## config.mk

```make
export PLATFORM = sky130hd
export DESIGN_NAME = lens_position_angle_interpolator_top
export DESIGN_NICKNAME = d
export VERILOG_FILES = /design/src/rtl/lpai_pkg.sv /design/src/rtl/lpai_div.sv /design/src/rtl/lens_position_angle_interpolator_top.sv
export SDC_FILE = /design/constraint.sdc
export NUM_CORES = 2
export LEC_CHECK = 0
export BUFFER_PORTS_ARGS = -buffer_cell sky130_fd_sc_hd__buf_2
export CORE_MARGIN = 1
export CORE_UTILIZATION = 30
export CTS_BUF_LIST = sky130_fd_sc_hd__clkbuf_8 sky130_fd_sc_hd__clkbuf_16
export DETAILED_ROUTE_END_ITERATION = 8
export GPL_ROUTABILITY_DRIVEN = 1
export PLACE_DENSITY = 0.43
export SETUP_SLACK_MARGIN = 0.2
export SYNTH_ARGS = -nofsm -noshare
export SYNTH_HDL_FRONTEND = slang
export SYNTH_SLANG_ARGS = --single-unit
export TNS_END_PERCENT = 30
```

## constraint.sdc

```tcl
create_clock -name clk -period 12.9 [get_ports clk]
set_input_delay 1.29 -clock clk [delete_from_list [all_inputs] [get_ports clk]]
set_output_delay 1.29 -clock clk [all_outputs]
set_load 0.02 [all_outputs]
```

## src/rtl/lpai_pkg.sv

```systemverilog
// lpai_pkg: shared types and constants of the lens position / angle interpolator
// operation and register codes, sequencer states, divider status
// no dependencies
`default_nettype none

package lpai_pkg;

    localparam int TABLE_DEPTH_DEF = 64;

    localparam int VAL_W     = 16;
    localparam int PROD_W    = 2 * VAL_W;
    localparam int DIV_STEPS = VAL_W;
    localparam int DIV_CNT_W = $clog2(DIV_STEPS);

    // operation codes carried in tuser
    localparam logic [1:0] OP_LOAD   = 2'd0;
    localparam logic [1:0] OP_AD2ANG = 2'd1;
    localparam logic [1:0] OP_ANG2AD = 2'd2;

    // register indexes, paddr[3:2]
    localparam logic [1:0] REG_ENTRY_COUNT = 2'd0;
    localparam logic [1:0] REG_AD_ASC      = 2'd1;
    localparam logic [1:0] REG_CORR_EN     = 2'd2;
    localparam logic [1:0] REG_REF_AD      = 2'd3;

    localparam logic [6:0] ENTRY_COUNT_RST = 7'd2;

    typedef enum logic [2:0] {
        ST_IDLE,
        ST_FIRST,
        ST_LAST,
        ST_SCAN,
        ST_MUL,
        ST_DIVGO,
        ST_DIV,
        ST_OUT
    } state_t;

    typedef struct packed {
        logic busy;
        logic done;
    } div_stat_t;

endpackage

`default_nettype wire

```

## src/rtl/lpai_div.sv

```systemverilog
// lpai_div: restoring divider, one quotient bit per cycle
// needs dividend / divisor below 2^VAL_W; uses lpai_pkg
`default_nettype none

module lpai_div
    import lpai_pkg::*;
(
    input  wire logic              clk,
    input  wire logic              rst_n,
    input  wire logic              start,
    input  wire logic [PROD_W-1:0] dividend,
    input  wire logic [VAL_W-1:0]  divisor,
    output div_stat_t              stat,
    output logic      [VAL_W-1:0]  quotient,
    output logic                   rem_nz
);

    logic [VAL_W-1:0]     rem_reg;
    logic [VAL_W-1:0]     quo_reg;
    logic [VAL_W-1:0]     div_reg;
    logic [DIV_CNT_W-1:0] cnt_reg;
    logic                 busy_reg;
    logic                 done_reg;

    logic [VAL_W:0]       shifted;
    logic                 ge;
    logic [VAL_W:0]       diff;

    always_comb
    begin
        shifted = {rem_reg, quo_reg[VAL_W-1]};
        ge      = shifted >= {1'b0, div_reg};
        diff    = shifted - {1'b0, div_reg};
    end

    always_ff @(posedge clk or negedge rst_n)
    begin
        if (!rst_n)
        begin
            busy_reg <= 1'b0;
            done_reg <= 1'b0;
            cnt_reg  <= '0;
        end
        else
        begin
            done_reg <= 1'b0;
            if (start)
            begin
                busy_reg <= 1'b1;
                cnt_reg  <= '0;
            end
            else if (busy_reg)
            begin
                cnt_reg <= cnt_reg + DIV_CNT_W'(1);
                if (cnt_reg == DIV_CNT_W'(DIV_STEPS - 1))
                begin
                    busy_reg <= 1'b0;
                    done_reg <= 1'b1;
                end
            end
        end
    end

    always_ff @(posedge clk)
    begin
        if (start)
        begin
            rem_reg <= dividend[PROD_W-1:VAL_W];
            quo_reg <= dividend[VAL_W-1:0];
            div_reg <= divisor;
        end
        else if (busy_reg)
        begin
            rem_reg <= ge ? diff[VAL_W-1:0] : shifted[VAL_W-1:0];
            quo_reg <= {quo_reg[VAL_W-2:0], ge};
        end
    end

    assign stat.busy = busy_reg;
    assign stat.done = done_reg;
    assign quotient  = quo_reg;
    assign rem_nz    = rem_reg != '0;

endmodule

`default_nettype wire

```

## src/rtl/lens_position_angle_interpolator_top.sv

```systemverilog
// lens position / angle interpolator: a load is written to the tables when taken; a query
// that ends at an end entry passes ST_FIRST, ST_LAST and ST_OUT, an interpolated one
// also ST_SCAN, ST_MUL, ST_DIVGO and ST_DIV before ST_OUT; one request at a time,
// the next taken once the result is registered, query time being set by the scan through
// the table memory read port and the 16-step serial divider; reset clears the
// configuration registers to defaults; the table memories are undefined until loaded
`default_nettype none

module lens_position_angle_interpolator_top
    import lpai_pkg::*;
#(
    parameter int TABLE_DEPTH = TABLE_DEPTH_DEF
)
(
    input  wire logic        clk,
    input  wire logic        rst_n,
    // apb configuration
    input  wire logic        psel,
    input  wire logic        penable,
    input  wire logic        pwrite,
    input  wire logic [3:0]  paddr,
    input  wire logic [31:0] pwdata,
    output logic      [31:0] prdata,
    output logic             pready,
    // request in
    input  wire logic        s_tvalid,
    output logic             s_tready,
    // entry_index[5:0], entry_ad[21:6], entry_angle[37:22], query_value[53:38], zero
    input  wire logic [55:0] s_tdata,
    // operation[1:0]
    input  wire logic [1:0]  s_tuser,
    // result out
    output logic             m_tvalid,
    input  wire logic        m_tready,
    // result_value[15:0], telephoto_ad[31:16], wide_ad[47:32]
    output logic [47:0]      m_tdata,
    // clamped[0]
    output logic [0:0]       m_tuser
);

    localparam int AW = $clog2(TABLE_DEPTH);
    localparam int NW = $clog2(TABLE_DEPTH + 1);

    // configuration
    logic [6:0]       entry_count_reg;
    logic             ad_asc_reg;
    logic             corr_en_reg;
    logic [VAL_W-1:0] ref_ad_reg;

    logic cfg_wr;
    assign cfg_wr = psel && penable && pwrite && pready;
    assign pready = 1'b1;

    always_ff @(posedge clk or negedge rst_n)
    begin
        if (!rst_n)
        begin
            entry_count_reg <= ENTRY_COUNT_RST;
            ad_asc_reg      <= 1'b0;
            corr_en_reg     <= 1'b0;
            ref_ad_reg      <= '0;
        end
        else if (cfg_wr)
        begin
            unique case (paddr[3:2])
                REG_ENTRY_COUNT: entry_count_reg <= pwdata[6:0];
                REG_AD_ASC:      ad_asc_reg      <= pwdata[0];
                REG_CORR_EN:     corr_en_reg     <= pwdata[0];
                REG_REF_AD:      ref_ad_reg      <= pwdata[VAL_W-1:0];
            endcase
        end
    end

    always_comb
    begin
        unique case (paddr[3:2])
            REG_ENTRY_COUNT: prdata = {25'd0, entry_count_reg};
            REG_AD_ASC:      prdata = {31'd0, ad_asc_reg};
            REG_CORR_EN:     prdata = {31'd0, corr_en_reg};
            REG_REF_AD:      prdata = {16'd0, ref_ad_reg};
        endcase
    end

    // entries in use, clamped to [2, TABLE_DEPTH]
    logic [NW-1:0] used_n;
    always_comb
    begin
        priority if (entry_count_reg < 7'd2)
            used_n = NW'(2);
        else if (32'(entry_count_reg) > TABLE_DEPTH)
            used_n = NW'(TABLE_DEPTH);
        else
            used_n = NW'(entry_count_reg);
    end

    // input fields
    logic [1:0]       in_op;
    logic [5:0]       in_idx;
    logic [VAL_W-1:0] in_ad;
    logic [VAL_W-1:0] in_ang;
    logic [VAL_W-1:0] in_q;
    assign in_op  = s_tuser;
    assign in_idx = s_tdata[5:0];
    assign in_ad  = s_tdata[21:6];
    assign in_ang = s_tdata[37:22];
    assign in_q   = s_tdata[53:38];

    logic in_acc;
    logic in_query;
    assign in_acc   = s_tvalid && s_tready;
    assign in_query = (in_op == OP_AD2ANG) || (in_op == OP_ANG2AD);

    state_t state_reg;
    state_t state_next;

    // table memories, one read port each with registered data
    logic [VAL_W-1:0] ad_mem  [TABLE_DEPTH];
    logic [VAL_W-1:0] ang_mem [TABLE_DEPTH];
    logic [VAL_W-1:0] rd_ad_reg;
    logic [VAL_W-1:0] rd_ang_reg;
    logic [AW-1:0]    rd_addr;
    logic             mem_wr;

    assign mem_wr = in_acc && (in_op == OP_LOAD) && (32'(in_idx) < TABLE_DEPTH);

    // loads are taken only in idle, so a query never reads an entry being written
    always_ff @(posedge clk)
    begin
        if (mem_wr)
        begin
            ad_mem[AW'(in_idx)]  <= in_ad;
            ang_mem[AW'(in_idx)] <= in_ang;
        end
        rd_ad_reg  <= ad_mem[rd_addr];
        rd_ang_reg <= ang_mem[rd_addr];
    end

    // query context
    logic [1:0]       op_reg;
    logic [VAL_W-1:0] q_reg;
    logic [NW-1:0]    last_idx_reg;
    logic [NW-1:0]    scan_idx_reg;
    logic [NW-1:0]    scan_next;
    logic [VAL_W-1:0] off_reg;
    logic [VAL_W-1:0] first_ad_reg;
    logic [VAL_W-1:0] ang0_reg;
    logic [VAL_W-1:0] wide_ad_reg;
    logic [VAL_W-1:0] l_key_reg;
    logic [VAL_W-1:0] l_oth_reg;
    logic [VAL_W-1:0] r_key_reg;
    logic [VAL_W-1:0] r_oth_reg;
    logic [PROD_W-1:0] prod_reg;
    logic [VAL_W-1:0] n2_reg;
    logic             neg_reg;
    logic [VAL_W-1:0] res_reg;
    logic             clamp_reg;

    assign scan_next = scan_idx_reg + NW'(1);

    logic ad_mode;
    logic key_falling;
    assign ad_mode     = op_reg == OP_AD2ANG;
    assign key_falling = ad_mode && !ad_asc_reg;

    // current entry with the offset applied
    logic [VAL_W-1:0] cur_ad;
    logic [VAL_W-1:0] cur_key;
    logic [VAL_W-1:0] cur_oth;
    logic             scan_hit;
    always_comb
    begin
        cur_ad   = rd_ad_reg + off_reg;
        cur_key  = ad_mode ? cur_ad : rd_ang_reg;
        cur_oth  = ad_mode ? rd_ang_reg : cur_ad;
        scan_hit = (key_falling ? (q_reg >= cur_key) : (q_reg <= cur_key))
                   || (scan_idx_reg == last_idx_reg);
    end

    // end entry tests, last entry data on the read port
    logic             end_hit;
    logic             end_clamp;
    logic [VAL_W-1:0] end_val;
    always_comb
    begin
        end_hit   = 1'b0;
        end_clamp = 1'b0;
        end_val   = first_ad_reg;
        if (ad_mode)
        begin
            if (!ad_asc_reg)
            begin
                if (q_reg >= first_ad_reg)
                begin
                    end_hit   = 1'b1;
                    end_clamp = q_reg > first_ad_reg;
                    end_val   = ang0_reg;
                end
                else if (q_reg <= cur_ad)
                begin
                    end_hit   = 1'b1;
                    end_clamp = q_reg < cur_ad;
                    end_val   = rd_ang_reg;
                end
            end
            else
            begin
                if (q_reg <= first_ad_reg)
                begin
                    end_hit   = 1'b1;
                    end_clamp = q_reg < first_ad_reg;
                    end_val   = ang0_reg;
                end
                else if (q_reg >= cur_ad)
                begin
                    end_hit   = 1'b1;
                    end_clamp = q_reg > cur_ad;
                    end_val   = rd_ang_reg;
                end
            end
        end
        else
        begin
            if (q_reg >= rd_ang_reg)
            begin
                end_hit   = 1'b1;
                end_clamp = q_reg > rd_ang_reg;
                end_val   = cur_ad;
            end
            else if (q_reg <= ang0_reg)
            begin
                end_hit   = 1'b1;
                end_clamp = q_reg < ang0_reg;
                end_val   = first_ad_reg;
            end
        end
    end

    // result = r_oth + round(n1 * (l_oth - r_oth) / n2), ceiling for ad to angle
    logic [VAL_W-1:0] n1;
    logic [VAL_W-1:0] n2;
    logic [VAL_W:0]   e_diff;
    logic [VAL_W:0]   e_mag;
    always_comb
    begin
        n1     = key_falling ? (q_reg - r_key_reg) : (r_key_reg - q_reg);
        n2     = key_falling ? (l_key_reg - r_key_reg) : (r_key_reg - l_key_reg);
        e_diff = {1'b0, l_oth_reg} - {1'b0, r_oth_reg};
        e_mag  = e_diff[VAL_W] ? ((VAL_W + 1)'(0) - e_diff) : e_diff;
    end

    // divider
    logic             div_start;
    div_stat_t        div_stat;
    logic [VAL_W-1:0] div_quo;
    logic             div_rem_nz;

    lpai_div u_div (
        .clk      (clk),
        .rst_n    (rst_n),
        .start    (div_start),
        .dividend (prod_reg),
        .divisor  (n2_reg),
        .stat     (div_stat),
        .quotient (div_quo),
        .rem_nz   (div_rem_nz)
    );

    logic             round_up;
    logic [VAL_W:0]   adj;
    logic [VAL_W-1:0] interp_res;
    always_comb
    begin
        round_up   = neg_reg ^ ad_mode;
        adj        = {1'b0, div_quo} + (VAL_W + 1)'(round_up && div_rem_nz);
        interp_res = neg_reg ? (r_oth_reg - adj[VAL_W-1:0]) : (r_oth_reg + adj[VAL_W-1:0]);
    end

    // output register
    logic             m_tvalid_reg;
    logic [47:0]      m_tdata_reg;
    logic             m_tuser_reg;
    logic             out_free;
    assign out_free = !m_tvalid_reg || m_tready;

    // next state
    always_comb
    begin
        state_next = state_reg;
        unique case (state_reg)
            ST_IDLE:  if (in_acc && in_query) state_next = ST_FIRST;
            ST_FIRST: state_next = ST_LAST;
            ST_LAST:  state_next = end_hit ? ST_OUT : ST_SCAN;
            ST_SCAN:  if (scan_hit) state_next = ST_MUL;
            ST_MUL:   state_next = ST_DIVGO;
            ST_DIVGO: state_next = ST_DIV;
            ST_DIV:   if (div_stat.done) state_next = ST_OUT;
            ST_OUT:   if (out_free) state_next = ST_IDLE;
            default:  state_next = ST_IDLE;
        endcase
    end

    // sequencer outputs
    always_comb
    begin
        s_tready  = 1'b0;
        div_start = 1'b0;
        rd_addr   = '0;
        unique case (state_reg)
            ST_IDLE:  s_tready  = 1'b1;
            ST_FIRST: rd_addr   = last_idx_reg[AW-1:0];
            ST_LAST:  rd_addr   = AW'(1);
            ST_SCAN:  rd_addr   = scan_next[AW-1:0];
            ST_DIVGO: div_start = 1'b1;
            default:  rd_addr   = '0;
        endcase
    end

    always_ff @(posedge clk or negedge rst_n)
    begin
        if (!rst_n)
        begin
            state_reg    <= ST_IDLE;
            m_tvalid_reg <= 1'b0;
        end
        else
        begin
            state_reg <= state_next;
            if (state_reg == ST_OUT && out_free)
                m_tvalid_reg <= 1'b1;
            else if (m_tready)
                m_tvalid_reg <= 1'b0;
        end
    end

    always_ff @(posedge clk)
    begin
        unique case (state_reg)
            ST_IDLE:
            begin
                if (in_acc && in_query)
                begin
                    op_reg       <= in_op;
                    q_reg        <= in_q;
                    last_idx_reg <= used_n - NW'(1);
                end
            end
            ST_FIRST:
            begin
                off_reg      <= corr_en_reg ? (ref_ad_reg - rd_ad_reg) : '0;
                first_ad_reg <= corr_en_reg ? ref_ad_reg : rd_ad_reg;
                ang0_reg     <= rd_ang_reg;
            end
            ST_LAST:
            begin
                wide_ad_reg  <= cur_ad;
                res_reg      <= end_val;
                clamp_reg    <= end_clamp;
                scan_idx_reg <= NW'(1);
                // entry 0 is the left end of the first pair
                l_key_reg    <= ad_mode ? first_ad_reg : ang0_reg;
                l_oth_reg    <= ad_mode ? ang0_reg : first_ad_reg;
            end
            ST_SCAN:
            begin
                if (scan_hit)
                begin
                    r_key_reg <= cur_key;
                    r_oth_reg <= cur_oth;
                end
                else
                begin
                    l_key_reg    <= cur_key;
                    l_oth_reg    <= cur_oth;
                    scan_idx_reg <= scan_next;
                end
            end
            ST_MUL:
            begin
                prod_reg  <= n1 * e_mag[VAL_W-1:0];
                n2_reg    <= n2;
                neg_reg   <= e_diff[VAL_W];
                clamp_reg <= 1'b0;
            end
            ST_DIV:
            begin
                if (div_stat.done)
                    res_reg <= interp_res;
            end
            ST_OUT:
            begin
                if (out_free)
                begin
                    m_tdata_reg <= {wide_ad_reg, first_ad_reg, res_reg};
                    m_tuser_reg <= clamp_reg;
                end
            end
            default:
            begin
            end
        endcase
    end

    assign m_tvalid   = m_tvalid_reg;
    assign m_tdata    = m_tdata_reg;
    assign m_tuser[0] = m_tuser_reg;

    a_div_start_free: assert property (@(posedge clk) disable iff (!rst_n)
        div_start |-> !div_stat.busy)
        else $error("divider started while busy");

    a_div_done_state: assert property (@(posedge clk) disable iff (!rst_n)
        div_stat.done |-> state_reg == ST_DIV)
        else $error("divider finished outside the wait state");

    a_scan_bound: assert property (@(posedge clk) disable iff (!rst_n)
        state_reg == ST_SCAN |-> (scan_idx_reg != '0) && (scan_idx_reg <= last_idx_reg))
        else $error("scan index outside the table in use");

    a_query_blocks: assert property (@(posedge clk) disable iff (!rst_n)
        (s_tvalid && s_tready && ((s_tuser == OP_AD2ANG) || (s_tuser == OP_ANG2AD)))
        |=> !s_tready)
        else $error("new request taken while a query is in progress");

endmodule

`default_nettype wire

```

==> run summary <==
Status: finished, violations left
Failing checks: DRC
Buffers plus inverters on the worst setup path: 4
Top FF cell, synth: edfxtp_1
GP Congestion: 0.837
Synth area leader: edfxtp_1
Min-Delay Startpoint: wide_ad_reg[6]
Mapped Avg Cell Area: 16.4 um^2
Slew Limit Fails: 0
Via density: 4.95
GRT Total Usage: 0.173
Worst r2r dst: prod_reg[29]
Area delta synth->final: 14.7%
Clk pin slew, worst setup/hold paths: 70 ps
Highest clock rate: 97.3 MHz
YS warnings: 0
R2R cell count: 29
1st-iter DRT viols: 4619
Data required time of the critical path: 13450 ps
Post-CTS setup buffers: 0
Final Skew: 58.4 ps
Critical path startpoint category: flip-flop
Final setup vio count: 0
CTS Buf Count: 277
Worst Path Max Fanout: 11
Sequential-to-total area share from yosys stat: 0.646
Final worst path period need: 10280 ps
Setup CP Type: flip-flop to flip-flop
Die ar.: 378000 um^2
CP top delay family: adder cells
First drt pass iteration count: 9
CTS tree: yes
Fin nets: 7805
Die height: 615 um
Initial Utilization: 0.302
Cells after Synth: 6845
Share of cells above drive strength 1: 0.187
Synth top area share: 0.633
Slowest cell on crit path: a2111oi_0
DRC viols: 2
Post-DP HPWL: 209000 um
CTS Hold Bufs: 0
Initial antenna violation count: 29
PostCTS Resize Cnt: 0
Number of max-cap violations: 0
Largest net degree at the start of global routing: 93
Cell variety after synth: 95
Hold Crit Depth: 0
Largest stage delay, worst path: 1020 ps
R2R setup slack: 2620 ps
Commonest non-fill, non-tap cell in the layout: edfxtp_1
Rows: 224
Worst Path Arrival: 10830 ps
FF-to-FF Start: q_reg[1]
Final Hold Vio Count: 0
H-tree levels: 5
Max-slew headroom: 0.170
Post-Syn Area: 113000 um^2
Number of global-route vias before repair: 64186
DIE WIDTH: 615 um
Gr ovfl total: 0
Final wirelength: 331000 um
Clock Tree Buf Depth: 4
Area contributors post-synth: edfxtp_1 (63%), mux4_2 (10%), mux2i_1 (4.7%)
Type of the tightest min-delay check: flip-flop to flip-flop
Clk_lat worst skew: 860 ps
Input/output buffers: 147
Vias: 61217
Post-synth ARST share: 0.0144
Period utilization: 0.797
Global-route wire length before repair: 473000 um
Number of clock sinks: 2438
Worst Hold Endpoint: m_tdata[38]
Worst Setup End Kind: flip-flop
DRT antenna net count: 0
Most used cell, CP: fa_1
Core area: 373000 um^2
Most frequent cells in the layout: edfxtp_1 (2371), inv_1 (537), mux2i_1 (521)
Root buffer cell: clkbuf_16
Setup TNS: 0 ps
I/O pin cnt: 185
RSZ-0062 raised after global routing: false
Pin slew with the least headroom to its limit: 1240 ps
Wire length per cell: 26.8 um
Flops & latches, synth: 2438
EDFF count, synth: 2371
## metrics by stage
step / utilization / hold WS (ps) / area, um^2 / instances / setup slack (ps)
global placement: 0.323 / 406 / 120000 / 11865 / 2700
floorplan: - / 400 / 113000 / 6860 / 4200
finish: 0.346 / 390 / 129000 / 12369 / 2620
CTS: 0.346 / 391 / 129000 / 12359 / 2700
detailed placement: 0.323 / 405 / 120000 / 11865 / 2760
global route: 0.346 / 394 / 129000 / 12364 / 2180
## routing by layer
metal  wire, um  vias to the layer above  global-route usage
li1           -                    26927                   -
met1     147000                    32604               0.233
met2     164000                     1257               0.298
met3      12700                      421              0.0205
met4       7290                        8              0.0391
met5         47                        -                   0
## worst max path at each step
stage                 start           end  slack, ps  cells after the start
2_1_floorplan  l_oth_reg[0]  prod_reg[29]       4200                     33
3_3_place_gp   l_oth_reg[0]  prod_reg[29]       2700                     31
3_5_place_dp   l_oth_reg[0]  prod_reg[29]       2760                     30
4_1_cts        l_oth_reg[0]  prod_reg[29]       2700                     31
5_1_grt        r_oth_reg[0]  prod_reg[29]       2180                     33
6_report           q_reg[1]  prod_reg[29]       2620                     29
## synth_stat cells, types with 11 or more instances
| master | count |
|---|---|
| o221ai_1 | 23 |
| o21bai_1 | 12 |
| a21oi_1 | 155 |
| dfxtp_1 | 32 |
| mux4_2 | 513 |
| mux2_2 | 32 |
| mux2i_1 | 523 |
| buf_1 | 56 |
| a21o_1 | 68 |
| edfxtp_1 | 2371 |
| ha_1 | 329 |
| nand4_1 | 27 |
| nor2b_1 | 45 |
| o21ai_1 | 11 |
| or2_2 | 13 |
| fa_1 | 203 |
| nor4_1 | 16 |
| xor2_1 | 61 |
| o21ai_0 | 160 |
| nand3_1 | 62 |
| nor2_1 | 354 |
| o211ai_1 | 22 |
| buf_2 | 87 |
| nor3b_1 | 11 |
| nand2_1 | 421 |
| dfrtp_1 | 34 |
| or3_1 | 15 |
| o22ai_1 | 14 |
| nand2b_1 | 61 |
| o31ai_1 | 15 |
| clkbuf_1 | 145 |
| a211oi_1 | 22 |
| buf_4 | 18 |
| a31oi_1 | 39 |
| xnor2_1 | 99 |
| nor3_1 | 44 |
| o21a_1 | 22 |
| and3_1 | 33 |
| inv_1 | 464 |
| nand3b_1 | 11 |
| and2_1 | 50 |
## final cells by class
class | count | area [um^2]
antenna | 10 | 25.0
clock buffer | 293 | 7290
clock inverter | 201 | 1400
fill | 35754 | 244000
inverter | 467 | 1750
multi-input combinational | 3647 | 37400
sequential | 2438 | 72700
tap | 4972 | 6220
timing repair buffer | 341 | 2320
## cells by family after synthesis
family,Yosys count,share of synthesized area
AO/OA/AOI/OAI,674,0.0390
XOR/XNOR,162,0.0127
adder cells (fa/ha/maj),532,0.0727
buffers and inverters,775,0.0276
flip-flops,2438,0.646
multiplexers,1073,0.153
other,2,0.0000667
AND/OR/NAND/NOR,1189,0.0488
Power is left out: the tool's default activity adds up to more than one toggle a clock period on the data nets, which glitch-free logic cannot reach.
